--- config.mk ---
export PLATFORM = sky130hd
export DESIGN_NAME = fat_ctrl
export DESIGN_NICKNAME = d
export VERILOG_FILES = /design/src/fat_pkg.sv /design/src/fat_ctrl.sv
export SDC_FILE = /design/constraint.sdc
export NUM_CORES = 1
export LEC_CHECK = 0
export BUFFER_PORTS_ARGS = -buffer_cell sky130_fd_sc_hd__buf_2
export CAP_MARGIN = 15
export CORE_AREA = 2 2 39 41
export DETAILED_ROUTE_END_ITERATION = 8
export DIE_AREA = 0 0 41 43
export PLACE_DENSITY = 0.69
export SYNTH_ARGS = -nofsm -noshare
export SYNTH_HDL_FRONTEND = slang
export SYNTH_SLANG_ARGS = --single-unit
--- constraint.sdc ---
create_clock -name clk -period 1.9 [get_ports clk]
set_input_delay 0.19 -clock clk [delete_from_list [all_inputs] [get_ports clk]]
set_output_delay 0.19 -clock clk [all_outputs]
set_load 0.01 [all_outputs]
--- src/fat_pkg.sv ---
// Shared constants, types and codes for the flow affinity table.
`timescale 1ns / 1ps
package fat_pkg;

  localparam int unsigned SLOTS = 1024;
  localparam int unsigned IDX_W = $clog2(SLOTS);
  localparam int unsigned OCC_W = IDX_W + 1;
  localparam int unsigned KEY_W = 64;
  localparam int unsigned TIME_W = 48;
  localparam int unsigned TGT_W = 8;
  localparam int unsigned OUTC_W = 3;
  localparam int unsigned CNT_W = 9;
  localparam int unsigned TMO_W = 32;
  localparam int unsigned ENT_W = 1 + TIME_W + TGT_W + KEY_W;
  localparam int unsigned DIV_STEPS = 32;

  localparam logic [OCC_W-1:0] FULL_LEVEL = OCC_W'(SLOTS - 2);
  localparam logic [CNT_W-1:0] MAX_COUNT = 9'd256;
  localparam logic [63:0] LCG_MUL = 64'd6364136223846793005;
  localparam logic [63:0] LCG_SEED = 64'h9e3779b97f4a7c15;
  localparam logic [TMO_W-1:0] TIMEOUT_RST = 32'd120000;
  localparam logic [CNT_W-1:0] COUNT_RST = 9'd1;

  localparam logic CFG_TARGET_COUNT = 1'b0;
  localparam logic CFG_IDLE_TIMEOUT = 1'b1;

  localparam logic [OUTC_W-1:0] OUTC_HIT = 3'd0;
  localparam logic [OUTC_W-1:0] OUTC_NEW = 3'd1;
  localparam logic [OUTC_W-1:0] OUTC_REASSIGN = 3'd2;
  localparam logic [OUTC_W-1:0] OUTC_FULL = 3'd3;
  localparam logic [OUTC_W-1:0] OUTC_NO_TARGETS = 3'd4;

  typedef enum logic [3:0] {
    ST_CLEAR, ST_IDLE, ST_LOOKUP, ST_CHECK, ST_MUL0, ST_MUL1, ST_MUL2, ST_MUL3,
    ST_DIV, ST_WRITE, ST_DONE
  } state_t;

  typedef enum logic [1:0] {MUL_LL, MUL_LH, MUL_HL, MUL_SUM} mul_step_t;

  typedef struct packed {
    logic clr_step;
    logic load;
    logic idx_inc;
    logic set_outcome;
    logic [OUTC_W-1:0] outcome;
    logic tgt_zero;
    logic wr_hit;
    logic mul_en;
    mul_step_t mul_step;
    logic div_en;
    logic wr_entry;
    logic out_load;
  } cmd_t;

  typedef struct packed {
    logic clr_last;
    logic count_zero;
    logic count_le1;
    logic ent_valid;
    logic key_match;
    logic expired;
    logic full;
    logic div_last;
    logic out_free;
  } sts_t;

endpackage

--- src/fat_ctrl.sv ---
// Sequencer for clearing, probing, target drawing and result hand-off.
`timescale 1ns / 1ps
module fat_ctrl (
  input  logic          clk,
  input  logic          rst,
  input  logic          in_valid,
  output logic          in_ready,
  input  fat_pkg::sts_t sts,
  output fat_pkg::cmd_t cmd
);

  fat_pkg::state_t state, state_next;

  always_ff @(posedge clk) begin
    if (rst) begin
      state <= fat_pkg::ST_CLEAR;
    end else begin
      state <= state_next;
    end
  end

  always_comb begin
    state_next = state;
    unique case (state)
      fat_pkg::ST_CLEAR: if (sts.clr_last) state_next = fat_pkg::ST_IDLE;
      fat_pkg::ST_IDLE: begin
        if (in_valid) begin
          state_next = sts.count_zero ? fat_pkg::ST_DONE : fat_pkg::ST_LOOKUP;
        end
      end
      fat_pkg::ST_LOOKUP: state_next = fat_pkg::ST_CHECK;
      fat_pkg::ST_CHECK: begin
        priority if (!sts.ent_valid) begin
          if (sts.full) state_next = fat_pkg::ST_DONE;
          else if (sts.count_le1) state_next = fat_pkg::ST_WRITE;
          else state_next = fat_pkg::ST_MUL0;
        end else if (sts.key_match) begin
          if (!sts.expired) state_next = fat_pkg::ST_DONE;
          else if (sts.count_le1) state_next = fat_pkg::ST_WRITE;
          else state_next = fat_pkg::ST_MUL0;
        end else begin
          state_next = fat_pkg::ST_LOOKUP;
        end
      end
      fat_pkg::ST_MUL0: state_next = fat_pkg::ST_MUL1;
      fat_pkg::ST_MUL1: state_next = fat_pkg::ST_MUL2;
      fat_pkg::ST_MUL2: state_next = fat_pkg::ST_MUL3;
      fat_pkg::ST_MUL3: state_next = fat_pkg::ST_DIV;
      fat_pkg::ST_DIV: if (sts.div_last) state_next = fat_pkg::ST_WRITE;
      fat_pkg::ST_WRITE: state_next = fat_pkg::ST_DONE;
      fat_pkg::ST_DONE: if (sts.out_free) state_next = fat_pkg::ST_IDLE;
      default: state_next = fat_pkg::ST_CLEAR;
    endcase
  end

  always_comb begin
    cmd = '0;
    cmd.mul_step = fat_pkg::MUL_LL;
    in_ready = 1'b0;
    unique case (state)
      fat_pkg::ST_CLEAR: cmd.clr_step = 1'b1;
      fat_pkg::ST_IDLE: begin
        in_ready = 1'b1;
        if (in_valid) begin
          cmd.load = 1'b1;
          cmd.set_outcome = 1'b1;
          cmd.outcome = fat_pkg::OUTC_NO_TARGETS;
          cmd.tgt_zero = 1'b1;
        end
      end
      fat_pkg::ST_LOOKUP: ;
      fat_pkg::ST_CHECK: begin
        priority if (!sts.ent_valid) begin
          cmd.set_outcome = 1'b1;
          cmd.tgt_zero = 1'b1;
          cmd.outcome = sts.full ? fat_pkg::OUTC_FULL : fat_pkg::OUTC_NEW;
        end else if (sts.key_match) begin
          cmd.set_outcome = 1'b1;
          if (sts.expired) begin
            cmd.tgt_zero = 1'b1;
            cmd.outcome = fat_pkg::OUTC_REASSIGN;
          end else begin
            cmd.outcome = fat_pkg::OUTC_HIT;
            cmd.wr_hit = 1'b1;
          end
        end else begin
          cmd.idx_inc = 1'b1;
        end
      end
      fat_pkg::ST_MUL0: begin
        cmd.mul_en = 1'b1;
        cmd.mul_step = fat_pkg::MUL_LL;
      end
      fat_pkg::ST_MUL1: begin
        cmd.mul_en = 1'b1;
        cmd.mul_step = fat_pkg::MUL_LH;
      end
      fat_pkg::ST_MUL2: begin
        cmd.mul_en = 1'b1;
        cmd.mul_step = fat_pkg::MUL_HL;
      end
      fat_pkg::ST_MUL3: begin
        cmd.mul_en = 1'b1;
        cmd.mul_step = fat_pkg::MUL_SUM;
      end
      fat_pkg::ST_DIV: cmd.div_en = 1'b1;
      fat_pkg::ST_WRITE: cmd.wr_entry = 1'b1;
      fat_pkg::ST_DONE: cmd.out_load = sts.out_free;
      default: ;
    endcase
  end

endmodule

==> results.yml <==
worst_setup_path:
  r2r_start: "state[2]"
  endpoint_kind: "primary output"
  crit_chain: "nand2b_1 -> or3b_1 -> nor2_1 -> buf_2"
  path_buf_inv: 1
  cp_max_fo: 12
  crit_type: "reg -> out"
  cp.required_ns: 1.71
  start_kind: "flip-flop"
  critPathTopFamily: "simple AND/OR/NAND/NOR gates"
  cp.depth: 4
  worst-endpoint-arrival_ns: 1.54
  slowest_stage: "dfxtp_1"
  slowest_delay_ns: 0.42
  reg2regPathDepth: 4
  rrSetupSlack_ns: 0.42
  r2r_end: "state[3]"
floorplan:
  ios: 28
  die_area_um2: 1763
  num_rows: 14
  core_area_um2: 1384
  die_y_um: 43
  dieWidth_um: 41
  initial_core_util: 0.3590
logic_synthesis:
  yosys.area.top_type_share: 0.1612
  ys.flop_type: "dfxtp_1"
  synth_nets: 82
  syn_avg_cell_area_um2: 7.096
  synth_most_common_cell: "nand2_1"
  yosys.area.top_type: "dfxtp_1"
  synth_cells: 70
  ys_seq_area_frac: 0.1612
  synthDistinctLibCells: 31
  synthArstFlopShare: 0
  synth_commonest_cells: "8 x nand2_1, 7 x nor2_1, 6 x nand2b_1"
  yosys-top-cells-area: "dfxtp_1 16%, nand2b_1 7.6%, nand2_1 6.0%, nor2_1 5.3%, a21oi_1 5.0%"
  yosys_register_bits: 4
  synth-edff-count: 0
  ys_warn_count: 0
  netlist_area_um2: 496.7
outcome:
  outcome: "finished clean"
grt:
  grt_pass1_vias: 515
  grt_max_degree: 17
  grt_pass1_wl_mm: 2.194
  grt_antenna_before_repair: 0
  grtUsageTotal: 0.1764
  grt_overflow: 0
timing:
  maxSlewHeadroom: 0.7182
  rsz0062_at_grt: "false"
  setup_viol_count_final: 0
  fin_tns_setup_ns: 0
  post-route-min-period_ns: 1.728
  skew_ns: 0.009194
  finalHoldViolations: 0
  finalMaxSlewViolations: 0
  min_period_over_period: 0.9096
  clock.fmax_mhz: 578.6
  tightest_slew_ns: 0.4221
layout:
  layout.nets: 110
  area_growth_pct: 30.98
  layoutNonFillerInstCount: 112
  antennaDiodeCount: 0
  post-route-util: 0.4702
  reg.largest.list: "state x4"
  drive_gt1_frac: 0.4063
  largest_reg_flops: 4
  final_area_um2: 650.6
  regMostFlops: "state"
  fillers: 141
drt:
  avgViaCountPerCell: 5.420
  first_pass_iters: 4
  drt_iter0_drc: 9
  wirelength_mm: 1.333
  via_count: 607
  wl_per_cell_um: 11.90
  ant_nets: 0
  drcViolationCount: 0
placement:
  dp_hpwl_mm: 1.017
  placed_area_um2: 619.3
  dp_cells: 109
  io_buffers: 27
  routabilityCongestion: 0.7282
hold_path:
  holdPathStages: 2
  hold_end: "state[1]"
  min_from: "sts[0]"
  hp-class: "in -> reg"
pwr:
  p_leak_nw: 0.3450
  ir_worst_vdd_mv: 0.3737
  total_power_mw: 0.6767
  power.density_nw_per_um2: 1040
cts:
  postCtsHoldBufs: 0
  root_buffer: "clkbuf_4"
  cts_made_buffers: 3
  cts_sinks: 4
  path_clk_slew_ns: 0.04
  tritoncts: "yes"
  cts_setup_buffers: 0
  clk_latency_ns: 0.25
  cts_resized: 0
  cts_buffer_depth: 2
  h-tree-depth: 1
flow_run:
  max-cap-violations: 0
[final cells by class]
class / count / area (µm²) / share of cell area
clock buffers: 3 / 22.52 / 0.03462
inverters: 4 / 15.01 / 0.02308
multi-input cells: 58 / 374.1 / 0.5750
flip-flops and latches: 4 / 83.83 / 0.1288
well taps: 16 / 20.02 / 0.03077
repair buffers: 27 / 135.1 / 0.2077
[routing by layer]
metal | track usage | wire length (µm) | vias up
li1 | - | - | 306
met1 | 0.2236 | 604 | 271
met2 | 0.2813 | 605 | 28
met3 | 0.03665 | 106 | 2
met4 | 0.06000 | 16 | 0
met5 | 0 | 0 | -
[cell families (layout without fill, tap and decap cells)]
logic type | after synthesis | after routing | share of synthesized area
simple gates | 38 | 38 | 0.4358
compound gates | 20 | 20 | 0.3073
buf+inv | 8 | 34 | 0.09571
flops | 4 | 4 | 0.1612
[metrics by stage]
stage               hold slack, ns  setup WS, ns
floorplan                   0.2591        0.5122
global placement            0.4237        0.2866
detailed placement          0.4254        0.2782
CTS                         0.1701       0.01440
global route                0.1653       0.07305
finish                      0.1580        0.1718
[how the worst max path moves through the flow]
stage / start / end / slack [ns]
global placement: state[0] / cmd[7] / 0.29
CTS: state[0] / cmd[7] / 0.01
finish: state[2] / cmd[0] / 0.17
floorplan: state[2] / cmd[7] / 0.51
detailed placement: state[0] / cmd[7] / 0.28
global route: state[2] / cmd[0] / 0.07
[power by group]
part / leakage, nW / total (mW) / internal, mW / switching [mW]
registers: 0.0338 / 0.205 / 0.115 / 0.0905
logic: 0.297 / 0.359 / 0.175 / 0.184
clock network: 0.0138 / 0.113 / 0.0711 / 0.0416
[cell usage in the layout, fill, tap and decap left out, drive strengths merged]
cell	n
nor2b	1
a41oi	2
dfxtp	4
and3	1
and2	4
nor2	7
a31oi	1
a21o	3
nor4	1
o311ai	1
buf	27
nor3	3
nand3b	1
and2b	1
o32ai	2
clkbuf	3
inv	4
nand2	8
o21ai	4
nand2b	6
and4bb	1
nand4b	1
a21oi	5
a222oi	1
o31a	1
nor3b	2
or3b	1
Note: power is estimated with default switching activity, not from simulation.
